### src/sv/rbs_pkg.sv
// ============================================================================
// rbs_pkg - shared types and constants for the 2D ray/box slab test
// Widths, saturation limits, status codes and the flag bundles that travel
// down the pipeline next to the arithmetic.
// ============================================================================
package rbs_pkg;

    localparam int COORD_BITS  = 32;
    localparam int DIFF_W      = COORD_BITS + 1;   // corner minus origin
    localparam int SQ_W        = 2 * COORD_BITS;   // squared length
    localparam int ROOT_W      = COORD_BITS;       // direction length
    localparam int REM_W       = ROOT_W + 3;       // square root remainder
    localparam int SQRT_STAGES = SQ_W / 2;
    localparam int NUM_W       = 2 * COORD_BITS;   // dividend
    localparam int DIV_STAGES  = NUM_W;
    localparam int LANES       = 4;                // lo_x, hi_x, lo_y, hi_y
    localparam int RES_STAGES  = 4;
    localparam int T_W         = 64;
    localparam int SAT_W       = T_W - 1;
    localparam int DIST_W      = 31;

    localparam logic [T_W-1:0]        T_SAT    = {2'b01, {(T_W-2){1'b0}}};
    localparam logic signed [T_W-1:0] T_MIN    = {1'b1, {(T_W-1){1'b0}}};
    localparam logic signed [T_W-1:0] T_MAX    = {1'b0, {(T_W-1){1'b1}}};
    localparam logic signed [T_W-1:0] DIST_MAX = T_W'({DIST_W{1'b1}});

    typedef enum logic [1:0] {
        ST_HIT      = 2'd0,
        ST_MISS     = 2'd1,
        ST_ZERO_DIR = 2'd2
    } t_status;

    // Per-beat flags; lane order lo_x, hi_x, lo_y, hi_y, axis order x, y.
    typedef struct packed {
        logic [LANES-1:0] neg_diff;
        logic [1:0]       neg_dir;
        logic [1:0]       zero_dir;
        logic [1:0]       miss;
        logic             zero_len;
    } t_flags;

    typedef struct packed {
        logic [DIFF_W-1:0]     mag_lo_x;
        logic [DIFF_W-1:0]     mag_hi_x;
        logic [DIFF_W-1:0]     mag_lo_y;
        logic [DIFF_W-1:0]     mag_hi_y;
        logic [COORD_BITS-1:0] mag_dx;
        logic [COORD_BITS-1:0] mag_dy;
        t_flags                flg;
    } t_pre;

endpackage

### src/sv/rbs_slab_resolve.sv
// ============================================================================
// rbs_slab_resolve - slab parameters to hit/miss decision
// Sign and saturate, order per axis, take latest entry and earliest exit,
// then decide and clamp the distance. Four register stages.
// ============================================================================
module rbs_slab_resolve (
    input  logic                         i_clk,
    input  logic                         i_rst_n,
    input  logic                         i_valid,
    input  logic [rbs_pkg::NUM_W-1:0]    i_quot [rbs_pkg::LANES],
    input  rbs_pkg::t_flags              i_flags,
    output logic                         o_strobe,
    output rbs_pkg::t_status             o_status,
    output logic [rbs_pkg::DIST_W-1:0]   o_distance
);
    import rbs_pkg::*;

    logic                  r_v1, r_v2, r_v3;
    t_flags                r_f1, r_f2, r_f3;
    logic signed [T_W-1:0] r_t1 [LANES];
    logic signed [T_W-1:0] r_tin [2];
    logic signed [T_W-1:0] r_tout [2];
    logic signed [T_W-1:0] r_close, r_far;
    logic signed [T_W-1:0] n_t1 [LANES];
    logic signed [T_W-1:0] n_tin [2];
    logic signed [T_W-1:0] n_tout [2];
    logic [SAT_W-1:0]      sat [LANES];
    logic                  miss;

    // stage 1: saturate the magnitude and apply the sign
    always_comb begin
        for (int j = 0; j < LANES; j++) begin
            sat[j] = (i_quot[j] > T_SAT) ? T_SAT[SAT_W-1:0] : i_quot[j][SAT_W-1:0];
            if ((i_flags.neg_diff[j] != i_flags.neg_dir[1'(j >> 1)]) && (sat[j] != '0)) begin
                n_t1[j] = -$signed(T_W'(sat[j]));
            end else begin
                n_t1[j] = $signed(T_W'(sat[j]));
            end
        end
    end

    // stage 2: order each slab, open up an axis with no direction
    always_comb begin
        for (int a = 0; a < 2; a++) begin
            if (r_f1.zero_dir[a]) begin
                n_tin[a]  = T_MIN;
                n_tout[a] = T_MAX;
            end else if (r_t1[2*a] > r_t1[2*a+1]) begin
                n_tin[a]  = r_t1[2*a+1];
                n_tout[a] = r_t1[2*a];
            end else begin
                n_tin[a]  = r_t1[2*a];
                n_tout[a] = r_t1[2*a+1];
            end
        end
    end

    assign miss = (|r_f3.miss) || (r_far < r_close) || (r_far < 0);

    always_ff @(posedge i_clk) begin
        if (!i_rst_n) begin
            r_v1     <= 1'b0;
            r_v2     <= 1'b0;
            r_v3     <= 1'b0;
            o_strobe <= 1'b0;
        end else begin
            r_v1     <= i_valid;
            r_v2     <= r_v1;
            r_v3     <= r_v2;
            o_strobe <= r_v3;
        end
        r_t1   <= n_t1;
        r_f1   <= i_flags;
        r_tin  <= n_tin;
        r_tout <= n_tout;
        r_f2   <= r_f1;
        // stage 3: latest entry, earliest exit
        r_close <= (r_tin[0] > r_tin[1]) ? r_tin[0] : r_tin[1];
        r_far   <= (r_tout[0] < r_tout[1]) ? r_tout[0] : r_tout[1];
        r_f3    <= r_f2;
        // stage 4: decide
        if (r_f3.zero_len) begin
            o_status   <= ST_ZERO_DIR;
            o_distance <= '0;
        end else if (miss) begin
            o_status   <= ST_MISS;
            o_distance <= '0;
        end else begin
            o_status <= ST_HIT;
            if (r_close <= 0) begin
                o_distance <= '0;
            end else if (r_close > DIST_MAX) begin
                o_distance <= DIST_MAX[DIST_W-1:0];
            end else begin
                o_distance <= r_close[DIST_W-1:0];
            end
        end
    end

endmodule

### config.mk
export PLATFORM = sky130hd
export DESIGN_NAME = rbs_slab_resolve
export DESIGN_NICKNAME = d
export VERILOG_FILES = /design/src/sv/rbs_pkg.sv /design/src/sv/rbs_slab_resolve.sv
export SDC_FILE = /design/constraint.sdc
export NUM_CORES = 2
export LEC_CHECK = 0
export BUFFER_PORTS_ARGS = -buffer_cell sky130_fd_sc_hd__buf_2
export CORE_AREA = 2 2 239 241
export DETAILED_ROUTE_END_ITERATION = 10
export DIE_AREA = 0 0 241 243
export PLACE_DENSITY = 0.82
export SLEW_MARGIN = 25
export SYNTH_ARGS = -nofsm -noshare
export SYNTH_HDL_FRONTEND = slang
export SYNTH_SLANG_ARGS = --single-unit
### constraint.sdc
create_clock -name i_clk -period 7.4 [get_ports i_clk]
set_input_delay 0.74 -clock i_clk [delete_from_list [all_inputs] [get_ports i_clk]]
set_output_delay 0.74 -clock i_clk [all_outputs]
set_load 0.01 [all_outputs]
==> metrics.yaml <==
status:
  status: "completed"
pwr:
  total_power_mw: 11.2
  leakagePower_nw: 16.4
  p_clk_share_pct: 31.9
  switchingPower_mw: 3.54
  p_per_area_nw_per_um2: 297
  seqPwrFrac_pct: 42.1
  switching_share_pct: 31.5
  p_comb_share_pct: 26.1
  p_int_mw: 7.69
  vdd_ir_drop_max_mv: 0.169
clock_tree:
  cts_tree: "done"
  numCtsBuffers: 69
  ctsHtreeMaxLevel: 3
  cts.sinks: 685
  hold_buffers: 0
  root_buffer: "clkbuf_16"
  insertion_delay_ns: 0.61
  cts_resized: 0
  cts.path.max_buffers: 3
  clk_pin_slew_ns: 0.06
  post_cts_buffers: 0
route:
  dr.first_iter.drc_count: 2800
  route.detailed.drc: 0
  drt-total-wl_um: 95100
  viasPerCell: 5.78
  vias: 27461
  drtPass1Iterations: 6
  ant_nets: 0
  wire_per_inst_um: 20.0
sta:
  hold_viol: 0
  grt_setup_unrepaired: "no"
  timing.fmax_mhz: 222
  finalCritPeriodShare_pct: 60.8
  worst_pin_slew_ns: 1.03
  relSlewSlack_pct: 31.4
  tns_ns: 0
  setup_viol: 0
  maxSlewViolCount: 0
  worst_clock_skew_ns: 0.0303
  min_period_ns: 4.50
synth:
  avgSynthCellArea_um2: 9.01
  yosys_warnings: 0
  syn_area_um2: 33400
  yosysTopAreaCellShare_pct: 41.1
  synth_ff_type: "dfxtp_1"
  synth_area_leaders: "dfxtp_1, ha_1, mux2i_1"
  synthArstFlopShare_pct: 0
  netlist_instances: 3704
  synth_top_cell_by_area: "dfxtp_1"
  synth_edf_count: 0
  seq_area_frac_synth_pct: 41.1
  synth-seq-cells: 685
  synth_fp_nets: 4292
  synth_cell_type_count: 66
critical_path:
  reg2reg_from: "r_t1[62]"
  rrSetupSlack_ns: 3.28
  r2r_end: "r_tout[46]"
  start_kind: "input pin"
  cp_max_fo: 31
  crit_slowest_cell: "or4_4"
  cp.buffers_inverters: 4
  critPathRequiredTime_ns: 7.95
  slowest_delay_ns: 0.65
  critPathKind: "input pin to flip-flop"
  crit_chain: "buf_2 > or4_1 > or4_4 > nor4_4 > a41o_1 > buf_4 > nand2_1 > ha_1 > buf_4 > nor2_1 > nor2_1 > buf_4 > a31oi_1 > o21a_1"
  cp_data_arrival_time_ns: 5.05
  rr_worst_depth: 11
  critical_path.top_delay_family: "simple AND/OR/NAND/NOR gates"
  crit_top_cell: "buf_4"
  crit_path_end_kind: "flip-flop"
global_route:
  overflow: 0
  met3_usage_pct: 4.65
  antenna_found_initial: 9
  gr-max-usage-layer: "met2"
  grt_util_all_layers_pct: 31.9
  use_met1_pct: 46.5
  met2_usage_pct: 47.5
  grt_max_degree: 142
  grt_pass1_vias: 25548
  grt_pass1_wl_um: 144000
die:
  start_util_pct: 59.6
  core_um2: 56000
  die_x_um: 241
  io_pins: 304
  die_y_um: 243
  die_area_um2: 58600
  placementRows: 87
flow_run:
  drv_cap: 0
worst_hold_path:
  min_delay_path_depth: 1
  worstHoldEndpoint: "r_f1[1]"
  worst_hold_path_type: "input pin to flip-flop"
  hp-start: "i_flags[1]"
place:
  io_buffers: 300
  place.detailed.hpwl_um: 72800
  finalWeightedCongestion: 0.982
finish:
  drive_gt1_share_pct: 14.9
  area.growth.synth_to_final_pct: 13.4
  nets: 4531
[registers in the layout, indices dropped and copies added, names as in the netlist]
register and cells:
r_v3 1, r_far 64, r_tin 128, r_f1 5, o_distance 31, o_strobe 1
r_v1 1, r_t1 254, o_status 2, r_f2 3, r_close 64, r_f3 3
r_tout 127, r_v2 1
[cells in the mapped netlist (all sizes together) (40+ instances only)]
cell	n
nor3	165
mux2	127
inv	346
dfxtp	685
nor2b	130
nand4	73
nand2b	136
a21oi	202
clkbuf	121
o21ai	114
nor2	438
nor4	76
mux2i	203
buf	40
ha	318
nand2	107
[logic make-up after synthesis]
family | after synthesis | share of synthesized area [%]
adders and majority gates | 318 | 11.9
DFF | 685 | 41.1
buffers and inverters | 507 | 5.85
xor gates and xnor gates | 62 | 1.63
muxes | 330 | 10.4
and+or+nand+nor | 1245 | 18.7
AOI/OAI and AO/OA | 557 | 10.4
[through the flow]
step / area, µm² / hold WS (ns) / worst slack (ns) / std cells / util, %
finish: 37800 / 0.234 / 2.90 / 4755 / 67.6
global route: 37800 / 0.230 / 2.70 / 4752 / 67.6
CTS: 37800 / 0.214 / 2.95 / 4749 / 67.6
detailed placement: 35500 / 0.315 / 2.32 / 4628 / 63.4
floorplan: 33400 / 0.310 / 3.07 / 3704 / -
global placement: 35500 / 0.311 / 2.39 / 4628 / 63.4
[worst max path at each step]
stage,cells past startpoint,slack (ns),start,end
final,14,2.90,i_quot[132],r_t1[182]
after global routing,13,2.70,i_quot[132],r_t1[150]
after CTS,13,2.95,i_quot[231],r_t1[232]
after detailed placement,13,2.32,i_quot[231],r_t1[232]
after global placement,13,2.39,i_quot[231],r_t1[232]
after floorplan,15,3.07,i_quot[240],r_t1[232]
[power groups by stage]
stage / registers [mW] / clock network, mW / logic [mW]
2_1_floorplan: 4.53 / 0 / 2.24
3_3_place_gp: 4.75 / 0 / 2.77
3_5_place_dp: 4.76 / 0 / 2.85
4_1_cts: 4.69 / 3.60 / 2.89
5_1_grt: 4.75 / 3.76 / 3.27
6_report: 4.72 / 3.58 / 2.93
[placed cells by master, fill, tap and decap left out, types with 7 or more instances in the layout]
cell and instances:
ha_1 318, o211ai_1 18, nor3_1 163, o21ai_0 114
o21a_1 21, buf_2 300, bufinv_16 7, nor4_1 72
a31oi_1 37, o31ai_1 17, clkinv_2 14, nor2_1 436
nand3_1 39, or4_1 7, clkbuf_8 11, and3_1 17
mux2_2 127, or3_1 21, nand2b_1 136, a211oi_1 31
dfxtp_1 683, nor2b_1 130, a21oi_1 201, buf_4 25
inv_1 346, mux2i_1 203, a2111oi_0 8, clkbuf_16 71
and4_1 10, clkbuf_1 7, nand4_1 73, xor2_1 26
and2_1 12, a311oi_1 19, a21o_1 30, xnor2_1 36
nand2_1 107
[area by class of cell]
| cell class | instances | area, µm² |
|---|---|---|
| well taps | 756 | 946 |
| flip-flops and latches | 685 | 13700 |
| clock inverters | 32 | 369 |
| diodes | 6 | 15.0 |
| inverters | 346 | 1300 |
| multi-input cells | 2512 | 17800 |
| fillers | 4408 | 18100 |
| clock buffers | 89 | 1950 |
| repair buffers | 329 | 1730 |
[layer usage]
| metal | vias up | wire length (µm) |
|---|---|---|
| met5 | - | 69 |
| met4 | 10 | 3240 |
| met3 | 183 | 8330 |
| met2 | 1151 | 40300 |
| met1 | 12792 | 43200 |
| li1 | 13325 | - |
No activity file was read; power rests on OpenSTA's default activity.
